<file path="src/hw/rtl/mmsd_pkg.sv">
// ----------------------------------------------------------------------------
// mmsd_pkg
// Shared widths, register indexes and controller/datapath interface types
// for the masked mean stereo depth block.
// ----------------------------------------------------------------------------
package mmsd_pkg;

	localparam int unsigned PIX_W      = 8;
	localparam int unsigned SCALE_W    = 32;
	localparam int unsigned CNT_W      = 21;
	localparam int unsigned SUM_W      = 52;
	localparam int unsigned IDX_W      = 8;
	localparam int unsigned DIV_STEPS  = 32;
	localparam int unsigned STEP_W     = $clog2(DIV_STEPS);

	localparam logic [CNT_W-1:0]   MAX_PIXELS       = CNT_W'(1048576);
	localparam logic [SCALE_W-1:0] DEPTH_SCALE_RST  = SCALE_W'(1);
	localparam logic [CNT_W-1:0]   MIN_PIXELS_RST   = CNT_W'(100);

	localparam logic [IDX_W-1:0] REG_DEPTH_SCALE = IDX_W'(0);
	localparam logic [IDX_W-1:0] REG_MIN_PIXELS  = IDX_W'(1);

	typedef struct packed {
		logic capture;    // latch the pixel request
		logic div_pix;    // load divider with depth_scale / disparity
		logic div_mean;   // load divider with depth_sum / moving_count
		logic div_step;   // one restoring step
		logic count_inc;  // count a moving pixel
		logic sum_add;    // add divider quotient to the sum
		logic load_out;   // fill the result register and clear the frame
	} mmsd_cmd_t;

	typedef struct packed {
		logic moving;
		logic disp_zero;
		logic last;
		logic div_last;
		logic need_div;
		logic out_busy;
	} mmsd_sts_t;

endpackage

</file>
<file path="src/hw/rtl/mmsd_ctrl.sv">
// ----------------------------------------------------------------------------
// mmsd_ctrl
// Sequencer: takes one pixel request at a time and steps the datapath
// through the per-pixel division, accumulation and the frame-end mean.
// ----------------------------------------------------------------------------
module mmsd_ctrl (
	input  logic                clk,
	input  logic                arst_n,
	input  logic                in_valid,
	output logic                in_ready,
	input  mmsd_pkg::mmsd_sts_t sts,
	output mmsd_pkg::mmsd_cmd_t cmd
);

	typedef enum logic [6:0] {
		S_IDLE    = 7'b0000001,
		S_LOAD    = 7'b0000010,
		S_DIVPIX  = 7'b0000100,
		S_ACCUM   = 7'b0001000,
		S_FINAL   = 7'b0010000,
		S_DIVMEAN = 7'b0100000,
		S_EMIT    = 7'b1000000
	} state_t;

	state_t state_q;
	state_t state_d;

	assign in_ready = (state_q == S_IDLE);

	always_comb begin
		state_d = state_q;
		cmd     = '0;
		unique case (state_q)
			S_IDLE: begin
				if (in_valid) begin
					cmd.capture = 1'b1;
					state_d     = S_LOAD;
				end
			end
			S_LOAD: begin
				if (sts.moving && !sts.disp_zero) begin
					cmd.div_pix = 1'b1;
					state_d     = S_DIVPIX;
				end else begin
					cmd.count_inc = sts.moving;
					state_d       = sts.last ? S_FINAL : S_IDLE;
				end
			end
			S_DIVPIX: begin
				cmd.div_step = 1'b1;
				if (sts.div_last) begin
					state_d = S_ACCUM;
				end
			end
			S_ACCUM: begin
				cmd.sum_add   = 1'b1;
				cmd.count_inc = 1'b1;
				state_d       = sts.last ? S_FINAL : S_IDLE;
			end
			S_FINAL: begin
				if (sts.need_div) begin
					cmd.div_mean = 1'b1;
					state_d      = S_DIVMEAN;
				end else begin
					state_d = S_EMIT;
				end
			end
			S_DIVMEAN: begin
				cmd.div_step = 1'b1;
				if (sts.div_last) begin
					state_d = S_EMIT;
				end
			end
			S_EMIT: begin
				// hold until the result register is free
				if (!sts.out_busy) begin
					cmd.load_out = 1'b1;
					state_d      = S_IDLE;
				end
			end
			default: begin
				state_d = S_IDLE;
			end
		endcase
	end

	always_ff @(posedge clk or negedge arst_n) begin
		if (!arst_n) begin
			state_q <= S_IDLE;
		end else begin
			state_q <= state_d;
		end
	end

endmodule

</file>
<file path="src/hw/rtl/mmsd_dp.sv">
// ----------------------------------------------------------------------------
// mmsd_dp
// Datapath: configuration registers, frame accumulators, a shared
// one-bit-per-cycle restoring divider and the result register.
// ----------------------------------------------------------------------------
module mmsd_dp (
	input  logic                                   clk,
	input  logic                                   arst_n,
	input  mmsd_pkg::mmsd_cmd_t                    cmd,
	output mmsd_pkg::mmsd_sts_t                    sts,
	input  logic [mmsd_pkg::PIX_W-1:0]             motion_level,
	input  logic [mmsd_pkg::PIX_W-1:0]             disparity,
	input  logic                                   frame_end,
	input  logic                                   cfg_wr,
	input  logic [mmsd_pkg::IDX_W-1:0]             cfg_index,
	input  logic [mmsd_pkg::SCALE_W-1:0]           cfg_data,
	output logic                                   out_valid,
	input  logic                                   out_ready,
	output logic [mmsd_pkg::SCALE_W-1:0]           mean_depth,
	output logic [mmsd_pkg::CNT_W-1:0]             moving_pixels,
	output logic                                   too_few
);

	logic [mmsd_pkg::SCALE_W-1:0] depth_scale_q;
	logic [mmsd_pkg::CNT_W-1:0]   min_pixels_q;
	logic [mmsd_pkg::SUM_W-1:0]   sum_q;
	logic [mmsd_pkg::CNT_W-1:0]   count_q;

	logic                         moving_q;
	logic [mmsd_pkg::PIX_W-1:0]   disp_q;
	logic                         last_q;

	logic [mmsd_pkg::CNT_W-1:0]   rem_q;
	logic [mmsd_pkg::SCALE_W-1:0] quo_q;
	logic [mmsd_pkg::CNT_W-1:0]   dvsr_q;
	logic [mmsd_pkg::STEP_W-1:0]  step_q;

	logic                         out_valid_q;
	logic [mmsd_pkg::SCALE_W-1:0] mean_q;
	logic [mmsd_pkg::CNT_W-1:0]   pix_q;
	logic                         few_q;

	logic [mmsd_pkg::CNT_W:0]     trial;
	logic [mmsd_pkg::CNT_W:0]     diff;
	logic                         qbit;
	logic                         few;

	// restoring step: shift in the next dividend bit, subtract if it fits
	assign trial = {rem_q, quo_q[mmsd_pkg::SCALE_W-1]};
	assign diff  = trial - {1'b0, dvsr_q};
	assign qbit  = !diff[mmsd_pkg::CNT_W];

	assign few = (count_q < min_pixels_q);

	assign sts.moving    = moving_q;
	assign sts.disp_zero = (disp_q == '0);
	assign sts.last      = last_q;
	assign sts.div_last  = (step_q == mmsd_pkg::STEP_W'(mmsd_pkg::DIV_STEPS - 1));
	assign sts.need_div  = !few && (count_q != '0);
	assign sts.out_busy  = out_valid_q && !out_ready;

	always_ff @(posedge clk or negedge arst_n) begin
		if (!arst_n) begin
			depth_scale_q <= mmsd_pkg::DEPTH_SCALE_RST;
			min_pixels_q  <= mmsd_pkg::MIN_PIXELS_RST;
		end else if (cfg_wr) begin
			unique case (cfg_index)
				mmsd_pkg::REG_DEPTH_SCALE: depth_scale_q <= cfg_data;
				mmsd_pkg::REG_MIN_PIXELS:  min_pixels_q  <= cfg_data[mmsd_pkg::CNT_W-1:0];
				default: ;
			endcase
		end
	end

	always_ff @(posedge clk or negedge arst_n) begin
		if (!arst_n) begin
			sum_q   <= '0;
			count_q <= '0;
		end else if (cmd.load_out) begin
			sum_q   <= '0;
			count_q <= '0;
		end else begin
			if (cmd.sum_add) begin
				sum_q <= sum_q + {{(mmsd_pkg::SUM_W - mmsd_pkg::SCALE_W){1'b0}}, quo_q};
			end
			if (cmd.count_inc) begin
				count_q <= count_q + 1'b1;
			end
		end
	end

	always_ff @(posedge clk) begin
		if (cmd.capture) begin
			moving_q <= (motion_level != '0) && (count_q < mmsd_pkg::MAX_PIXELS);
			disp_q   <= disparity;
			last_q   <= frame_end;
		end
	end

	always_ff @(posedge clk) begin
		if (cmd.div_pix) begin
			rem_q  <= '0;
			quo_q  <= depth_scale_q;
			dvsr_q <= {{(mmsd_pkg::CNT_W - mmsd_pkg::PIX_W){1'b0}}, disp_q};
			step_q <= '0;
		end else if (cmd.div_mean) begin
			// the sum is below count * 2^32, so its upper bits start below the divisor
			rem_q  <= {1'b0, sum_q[mmsd_pkg::SUM_W-1:mmsd_pkg::SCALE_W]};
			quo_q  <= sum_q[mmsd_pkg::SCALE_W-1:0];
			dvsr_q <= count_q;
			step_q <= '0;
		end else if (cmd.div_step) begin
			rem_q  <= qbit ? diff[mmsd_pkg::CNT_W-1:0] : trial[mmsd_pkg::CNT_W-1:0];
			quo_q  <= {quo_q[mmsd_pkg::SCALE_W-2:0], qbit};
			step_q <= step_q + 1'b1;
		end
	end

	always_ff @(posedge clk or negedge arst_n) begin
		if (!arst_n) begin
			out_valid_q <= 1'b0;
		end else if (cmd.load_out) begin
			out_valid_q <= 1'b1;
		end else if (out_ready) begin
			out_valid_q <= 1'b0;
		end
	end

	always_ff @(posedge clk) begin
		if (cmd.load_out) begin
			mean_q <= (!few && (count_q != '0)) ? quo_q : '0;
			pix_q  <= count_q;
			few_q  <= few;
		end
	end

	assign out_valid     = out_valid_q;
	assign mean_depth    = mean_q;
	assign moving_pixels = pix_q;
	assign too_few       = few_q;

endmodule

</file>
<file path="src/hw/rtl/masked_mean_stereo_depth.sv">
// ----------------------------------------------------------------------------
// masked_mean_stereo_depth
// Per-frame mean depth of moving pixels, depth = depth_scale / disparity.
//
//   channel   dir  handshake                 payload
//   s_*       in   s_tvalid / s_tready        tdata: motion_level, disparity;
//                                             tlast: frame_end
//   m_*       out  m_tvalid / m_tready        tdata: mean_depth, moving_pixels;
//                                             tuser: too_few
//   cfg_*     in   cfg_valid / cfg_ready      cfg_index, cfg_data
//
// A pixel skips the divider when it does not move or has zero disparity,
// and goes through the 32-step shared divider otherwise. The frame-end pixel
// then passes the final and emit states; the mean, when needed, uses the same divider.
// The result register frees the input once loaded; a stalled result holds
// only the frame end. Reset clears the sums and restores the register values.
// ----------------------------------------------------------------------------
module masked_mean_stereo_depth (
	input  logic        clk,
	input  logic        arst_n,
	input  logic        s_tvalid,
	output logic        s_tready,
	input  logic [15:0] s_tdata,   // [7:0] motion_level, [15:8] disparity
	input  logic        s_tlast,
	output logic        m_tvalid,
	input  logic        m_tready,
	output logic [55:0] m_tdata,   // [31:0] mean_depth, [52:32] moving_pixels, zero pad
	output logic        m_tuser,   // [0] too_few
	input  logic        cfg_valid,
	output logic        cfg_ready,
	input  logic [7:0]  cfg_index,
	input  logic [31:0] cfg_data
);

	mmsd_pkg::mmsd_cmd_t cmd;
	mmsd_pkg::mmsd_sts_t sts;

	logic [mmsd_pkg::SCALE_W-1:0] mean_depth;
	logic [mmsd_pkg::CNT_W-1:0]   moving_pixels;

	assign cfg_ready = 1'b1;

	mmsd_ctrl u_ctrl (
		.clk      (clk),
		.arst_n   (arst_n),
		.in_valid (s_tvalid),
		.in_ready (s_tready),
		.sts      (sts),
		.cmd      (cmd)
	);

	mmsd_dp u_dp (
		.clk           (clk),
		.arst_n        (arst_n),
		.cmd           (cmd),
		.sts           (sts),
		.motion_level  (s_tdata[7:0]),
		.disparity     (s_tdata[15:8]),
		.frame_end     (s_tlast),
		.cfg_wr        (cfg_valid),
		.cfg_index     (cfg_index),
		.cfg_data      (cfg_data),
		.out_valid     (m_tvalid),
		.out_ready     (m_tready),
		.mean_depth    (mean_depth),
		.moving_pixels (moving_pixels),
		.too_few       (m_tuser)
	);

	assign m_tdata = {3'b000, moving_pixels, mean_depth};

	a_one_request_at_a_time: assert property (@(posedge clk) disable iff (!arst_n)
		(s_tvalid && s_tready) |=> !s_tready)
		else $error("input taken while a pixel is still in work");

	a_few_gives_zero_mean: assert property (@(posedge clk) disable iff (!arst_n)
		(m_tvalid && m_tuser) |-> (m_tdata[31:0] == 32'd0))
		else $error("nonzero mean reported with too few moving pixels");

	a_count_limit: assert property (@(posedge clk) disable iff (!arst_n)
		m_tvalid |-> (m_tdata[52:32] <= mmsd_pkg::MAX_PIXELS))
		else $error("moving pixel count beyond its limit");

	a_divider_in_idle: assert property (@(posedge clk) disable iff (!arst_n)
		s_tready |-> !cmd.div_step)
		else $error("divider stepping while the input is open");

endmodule
</file>
<file path="config.mk">
export PLATFORM = sky130hd
export DESIGN_NAME = masked_mean_stereo_depth
export DESIGN_NICKNAME = d
export VERILOG_FILES = /design/src/hw/rtl/mmsd_pkg.sv /design/src/hw/rtl/mmsd_ctrl.sv /design/src/hw/rtl/mmsd_dp.sv /design/src/hw/rtl/masked_mean_stereo_depth.sv
export SDC_FILE = /design/constraint.sdc
export NUM_CORES = 1
export LEC_CHECK = 0
export BUFFER_PORTS_ARGS = -buffer_cell sky130_fd_sc_hd__buf_4
export CAP_MARGIN = 25
export CORE_AREA = 2 2 176 195
export CTS_CLUSTER_SIZE = 24
export DETAILED_ROUTE_END_ITERATION = 8
export DIE_AREA = 0 0 178 197
export PLACE_DENSITY = 0.61
export SETUP_SLACK_MARGIN = 0.4
export SLEW_MARGIN = 20
export SYNTH_ARGS = -nofsm -noshare
export SYNTH_HDL_FRONTEND = slang
export SYNTH_SLANG_ARGS = --single-unit
</file>
<file path="constraint.sdc">
create_clock -name clk -period 3.99 [get_ports clk]
set_input_delay 0.5985 -clock clk [delete_from_list [all_inputs] [get_ports clk]]
set_output_delay 0.5985 -clock clk [all_outputs]
set_load 0.02 [all_outputs]
</file>
==> results.yml, run 1 <==
power:
  p_int_mw: 7.39
  p_seq_share_pct: 32.4
  p_clk_share_pct: 21.9
  power_frac_comb_pct: 45.7
  ir_worst_vdd_v: 0.000410
  power_density_nw_per_um2: 712
  p_switching_mw: 4.75
  p_leak_nw: 7.36
  swShare_pct: 39.2
clocking:
  htreeDepth: 1
  clkSlewWorstSetupHoldPaths_ps: 70
  cts.sink_count: 277
  cts_resized: 0
  insertion_delay_ps: 570
  post_cts_buffers: 0
  numCtsBuffers: 29
  cts-root-buf: "clkbuf_16"
  clockBufferDepth: 3
  cts-hold-fix-buffers: 0
  cts_tree: "yes"
yosys:
  syn_avg_cell_area_um2: 10.1
  synth_common_cells: "196 x nand2_1, 129 x dfrtp_1, 118 x nor2_1"
  syn_area_um2: 14700
  ys.flop_type: "dfrtp_1"
  yosys_warnings: 0
  synth_seq_area_share_pct: 49.6
  synth-edff-count: 104
  syn-instance-count: 1458
  synth_top_cell_area_share_pct: 22.0
  yosys_register_bits: 277
  synth.top_cells.by_area: "dfrtp_1 22%, edfxtp_1 21%, ha_1 6.6%"
  yosysUniqueCellTypes: 82
  synth_top_area_cell: "dfrtp_1"
  synthArstFlopShare_pct: 48.4
  yosysMostFrequentCell: "nand2_1"
final_layout:
  final_area_um2: 17000
  finalNetCount: 1717
  area.growth.synth_to_final_pct: 16.2
  layout-drive-gt1-share_pct: 17.6
route:
  routed_via_density: 5.62
  dr.first_iter.drc_count: 682
  routed_wl_um: 38500
  postRouteAntennaNets: 0
  num_vias: 11400
  drt_first_pass_iters: 5
  drc: 0
  wl_per_cell_um: 19.0
floorplanning:
  core_um2: 33000
  ios: 122
  dieArea_um2: 35100
  chipWidth_um: 178
  initial_core_util_pct: 44.4
  num_rows: 70
  die_height_um: 197
run_status:
  status: "completed"
timing:
  finalCriticalPeriod_ps: 3360
  setup_violations: 0
  max_freq_mhz: 298
  rsz0062_at_grt: "false"
  final-max-slew-violation-count: 0
  worstMarginPinSlew_ps: 965
  skew_ps: 20.3
  fin_setup_tns_ps: 0
  slew_headroom_pct: 35.7
  final-hold-violation-count: 0
  timing.final.crit_share_pct: 84.2
global_routing:
  grt_pass1_vias: 11600
  grt_util_all_layers_pct: 22.3
  grt_overflow: 0
  antenna_found_initial: 0
  grt_pass1_wl_um: 61600
  grt_max_degree: 93
flow_run:
  cap_viol_max_count: 0
setup_path:
  critical_path_arrival_ps: 3860
  cp_max_fo: 4
  cp.required_ps: 4490
  crit_type: "flip-flop to flip-flop"
  worstSetupEndpointType: "flip-flop"
  critPathLaunchType: "flip-flop"
min_path:
  min_path_type: "input port to asynchronous set/reset pin"
place:
  dp_hpwl_um: 27300
  io_buffers: 117
  dpl-instance-area_um2: 16100
  place_congestion: 0.890
critical path, stage by stage (launching register included):
cell      delay (ps)
edfxtp_1         450
inv_1            170
ha_1             200
inv_1             60
fa_1             420
a211oi_1         230
nor2_1           130
o211a_1          280
o41ai_2          430
a31oi_1          200
a31oi_1          250
xnor2_1           90
or3_1            300
nand3_1           90
sequential cells by signal, summed over array words and instances (netlist names):
| signal | cells |
|---|---|
| u_dp.rem_q | 21 |
| u_dp.sum_q | 52 |
| u_dp.min_pixels_q | 21 |
| u_dp.count_q | 21 |
| u_dp.disp_q | 8 |
| u_dp.step_q | 5 |
| u_dp.moving_pixels | 21 |
| u_ctrl.state_q | 7 |
| u_dp.moving_q | 1 |
| u_dp.too_few | 1 |
| u_dp.mean_depth | 32 |
| u_dp.quo_q | 32 |
| u_dp.out_valid | 1 |
| u_dp.dvsr_q | 21 |
| u_dp.depth_scale_q | 32 |
| u_dp.last_q | 1 |
per-stage QoR:
stage / hold slack [ps] / utilization [%] / std cells / power (mW) / setup WS, ps
2_1_floorplan: 303 / - / 1460 / 8.22 / 435
3_3_place_gp: 446 / 48.8 / 1976 / 9.43 / 756
3_5_place_dp: 449 / 48.8 / 1976 / 9.46 / 717
4_1_cts: 179 / 51.5 / 2030 / 12.2 / 674
5_1_grt: 197 / 51.6 / 2031 / 13.0 / 415
6_report: 66.5 / 51.6 / 2032 / 12.1 / 631
cell usage in the layout, fill, tap and decap left out, types with 8 or more instances in the layout:
cell       netlist  layout
a211oi_1         9       9
a21o_1          30      30
a21oi_1         86      86
a22oi_1         19      19
a31oi_1         39      39
and2_1          35      35
and3_1           8       8
buf_4            4     148
clkbuf_1        51      14
clkbuf_16        0      29
dfrtp_1        129     129
dfxtp_1         39      39
edfxtp_1       104     104
ha_1            77      77
inv_1           65      65
mux2_2          55      55
nand2_1        196     196
nand3_1         33      31
nand4_1         10      10
nor2_1         118     113
nor2b_1         13      13
nor3_1          17      17
nor4_1          12      12
o21a_1          15      15
o21ai_0         48      48
o22ai_1         41      41
or3_1           12      12
xnor2_1         34      34
xor2_1          37      37
logic make-up (layout without fill, tap and decap cells):
logic type / count (synthesis) / count (layout) / share of synthesized area (%)
multiplexers: 61 / 61 / 4.64
XOR/XNOR: 71 / 71 / 4.24
other: 2 / 5 / 0.0512
buffers and inverters: 131 / 270 / 3.63
AO/OA/AOI/OAI: 346 / 346 / 15.5
adder cells (fa/ha/maj): 79 / 79 / 6.85
AND/OR/NAND/NOR: 491 / 491 / 15.6
flip-flops: 277 / 277 / 49.6
path summary, 6_finish.rpt:
path                       slack [ps]  cells past startpoint                            end                   startpoint
setup / recovery                  630                     13    u_dp.rem_q[20]$_SDFFE_PP0P_     u_dp.quo_q[31]$_DFFE_PP_
hold / removal                     70                      1    u_dp.count_q[3]$_DFFE_PN0P_                       arst_n
setup reg to reg                  630                     13    u_dp.rem_q[20]$_SDFFE_PP0P_     u_dp.quo_q[31]$_DFFE_PP_
hold reg to reg                   460                      2    u_dp.dvsr_q[8]$_SDFFE_PP0P_  u_dp.dvsr_q[8]$_SDFFE_PP0P_
max in group asynchronous        2870                      2  u_ctrl.state_q[0]$_DFFE_PN1P_                       arst_n
min in group clk                  220                      1       u_dp.disp_q[7]$_DFFE_PP_                  s_tdata[15]
power groups by stage:
stage / Sequential (mW) / Clock (mW) / Combinational, mW
floorplan: 3.82 / 0 / 4.40
global placement: 3.97 / 0 / 5.46
detailed placement: 3.98 / 0 / 5.49
CTS: 3.93 / 2.71 / 5.54
global route: 3.98 / 2.81 / 6.18
finish: 3.93 / 2.66 / 5.55
layout make-up:
cell class	count	area [um^2]
Fill cell	2986	16000
Sequential cell	277	7260
Multi-Input combinational cell	1052	6910
Timing Repair Buffer	151	1160
Clock buffer	50	875
Tap cell	432	541
Inverter	65	244
Clock inverter	4	47.5
Antenna cell	1	2.50
layer usage:
layer / global-route usage, % / share of wire (%) / routed length [um]
met5: 0 / 0 / 0
met4: 9.17 / 3.9 / 1490
met3: 2.85 / 4.4 / 1690
met2: 37.0 / 48 / 18300
met1: 29.5 / 44 / 17000
(Power assumes the default switching activity.)
==> run 2, diff against run 1 <==
clock period = 2.9 ns   (was 3.99 ns; I/O delays follow)
==> run 2 against run 1 <==
Net effect:
- the run now ends with negative setup slack left
- first-iteration DRC count grew 35%
- non-clock buffer count grew 147
- sequential share of layout area shrank 7.1 points
- total power grew 91%
==> results.yml, run 2 (synthesis results as in run 1) <==
setup_path:
  reg2reg_depth: 10
  crit_start: "u_dp.quo_q[19]$_DFFE_PP_"
  critical_path_arrival_ps: 3430
  cp_num_buf_inv: 0
  slowest_delay_ps: 460
  worstSetupEndpointType: "flip-flop"
  cp.required_ps: 3400
  regToRegSetupSlack_ps: -30
  crit_type: "flip-flop to flip-flop"
  critPathLaunchType: "flip-flop"
  crit_chain: "ha_2 -> a21o_1 -> a311oi_1 -> o31ai_1 -> nand3_1 -> o32a_4 -> a211oi_4 -> nor2_4 -> or4_1 -> a21oi_1"
  cp_max_fo: 9
  timing.rr.start: "u_dp.quo_q[19]$_DFFE_PP_"
  critical_path.top_delay_family: "compound AO/OA/AOI/OAI gates"
  r2r-end: "u_dp.sum_q[38]$_DFFE_PN0P_"
  crit_slowest_cell: "ha_2"
route:
  routed_via_density: 5.68
  dr.first_iter.drc_count: 922
  postRouteAntennaNets: 0
  drc: 0
  drt_first_pass_iters: 5
  routed_wl_um: 45000
  num_vias: 12400
  wl_per_cell_um: 20.7
timing:
  timing.final.crit_share_pct: 101
  setup_violations: 3
  rsz0062_at_grt: "true"
  fin_setup_tns_ps: -82.4
  worstMarginPinSlew_ps: 900
  finalCriticalPeriod_ps: 2930
  skew_ps: 10.1
  final-max-slew-violation-count: 0
  slew_headroom_pct: 39.8
  max_freq_mhz: 341
  setup_slack_ps: -31.5
  final-hold-violation-count: 0
floorplanning:
  dieArea_um2: 35100
  die_height_um: 197
  core_um2: 33000
  ios: 122
  initial_core_util_pct: 44.4
  chipWidth_um: 178
  num_rows: 70
global_routing:
  grt_pass1_wl_um: 67200
  grt_overflow: 0
  grt_util_all_layers_pct: 24.7
  grt_max_degree: 114
  grt_pass1_vias: 12400
  antenna_found_initial: 1
place:
  dpl-instance-area_um2: 16700
  dp_hpwl_um: 28100
  io_buffers: 117
  place_congestion: 0.864
  numPlacedInstances: 2016
clocking:
  insertion_delay_ps: 580
  cts-root-buf: "clkbuf_16"
  clockBufferDepth: 3
  cts_tree: "yes"
  cts.sink_count: 277
  clkSlewWorstSetupHoldPaths_ps: 60
  htreeDepth: 1
  numCtsBuffers: 30
final_layout:
  layout-drive-gt1-share_pct: 39.5
  finish.utilization_pct: 61.9
  largest_register_ffs: 52
  final_common_cell: "buf_4"
  instances_no_fill: 2181
  final_cell_mix: "220 x buf_4, 138 x nand2_1, 128 x dfrtp_1"
  final_area_um2: 20400
  finalNetCount: 1865
  top_register: "u_dp.sum_q"
  area.growth.synth_to_final_pct: 39.5
power:
  power_density_nw_per_um2: 1130
  ir_worst_vdd_v: 0.000952
  p_leak_nw: 8.59
run_status:
  status: "finished, violations left"
  violations: "negative setup slack"
min_path:
  hold_depth: 1
  min_path_type: "input port to flip-flop"
  min_to: "u_dp.disp_q[6]$_DFFE_PP_"
  hp-start: "s_tdata[14]"
flow_run:
  cap_viol_max_count: 0
-- run 2: cell types whose count changed in the layout (fill, tap and decap cells not counted), sizes merged --
cell / before / now
clkbuf: 50 / 47
dlygate4sd3: 0 / 1
clkinv: 2 / 11
bufbuf: 0 / 1
clkinvlp: 0 / 1
buf: 151 / 291
-- run 2: where the power goes --
group	leakage, nW	internal, mW	total (mW)	switching [mW]
sequential	2.96	4.86	5.54	0.683
combinational	5.16	7.21	13.9	6.72
clock	0.473	2.12	3.74	1.62
-- run 2: per-stage QoR --
step | hold WS [ps] | setup slack [ps] | total power [mW]
after floorplan | 139 | 62.9 | 11.9
after global placement | 441 | 61.9 | 13.8
after detailed placement | 448 | 14.8 | 13.9
after CTS | 14.7 | 53.5 | 20.6
after global routing | 23.9 | -165 | 24.5
final | 35.0 | -31.5 | 23.2
-- run 2: layout make-up --
cell class	instances	area (um^2)
fillers	2624	12600
flip-flops and latches	277	7270
multi-input cells	1052	8370
repair buffers	298	3070
well taps	432	541
inverters	65	244
clock inverters	14	100
diodes	1	2.50
clock buffers	42	847
-- run 2: how the worst max path moves through the flow --
stage | endpoint | slack (ps) | depth (start not counted)
6_report | u_dp.sum_q[38]$_DFFE_PN0P_ | -30 | 10
5_1_grt | u_dp.sum_q[38]$_DFFE_PN0P_ | -170 | 12
4_1_cts | u_dp.sum_q[36]$_DFFE_PN0P_ | 50 | 12
3_5_place_dp | u_dp.sum_q[38]$_DFFE_PN0P_ | 10 | 12
3_3_place_gp | u_dp.sum_q[31]$_DFFE_PN0P_ | 60 | 10
2_1_floorplan | u_dp.quo_q[0]$_DFFE_PP_ | 60 | 12
-- run 2: metal layers --
layer  GRT usage (%)  part of all wire, %  vias up
li1                -                    -     5786
met1            32.6                   42     6102
met2            40.3                   49      403
met3            3.59                  5.5       90
met4            11.0                  4.0        0
met5               0                    0        -
-- run 2: repair_timing --
action                     in CTS  in global routing
cloned                         17                  3
pin swaps                      90                108
setup endpoints to repair     187                189
hold buffers                    1                  0
hold endpoints to repair       60                  0
buffers inserted               53                 34
gates resized for setup       178                179
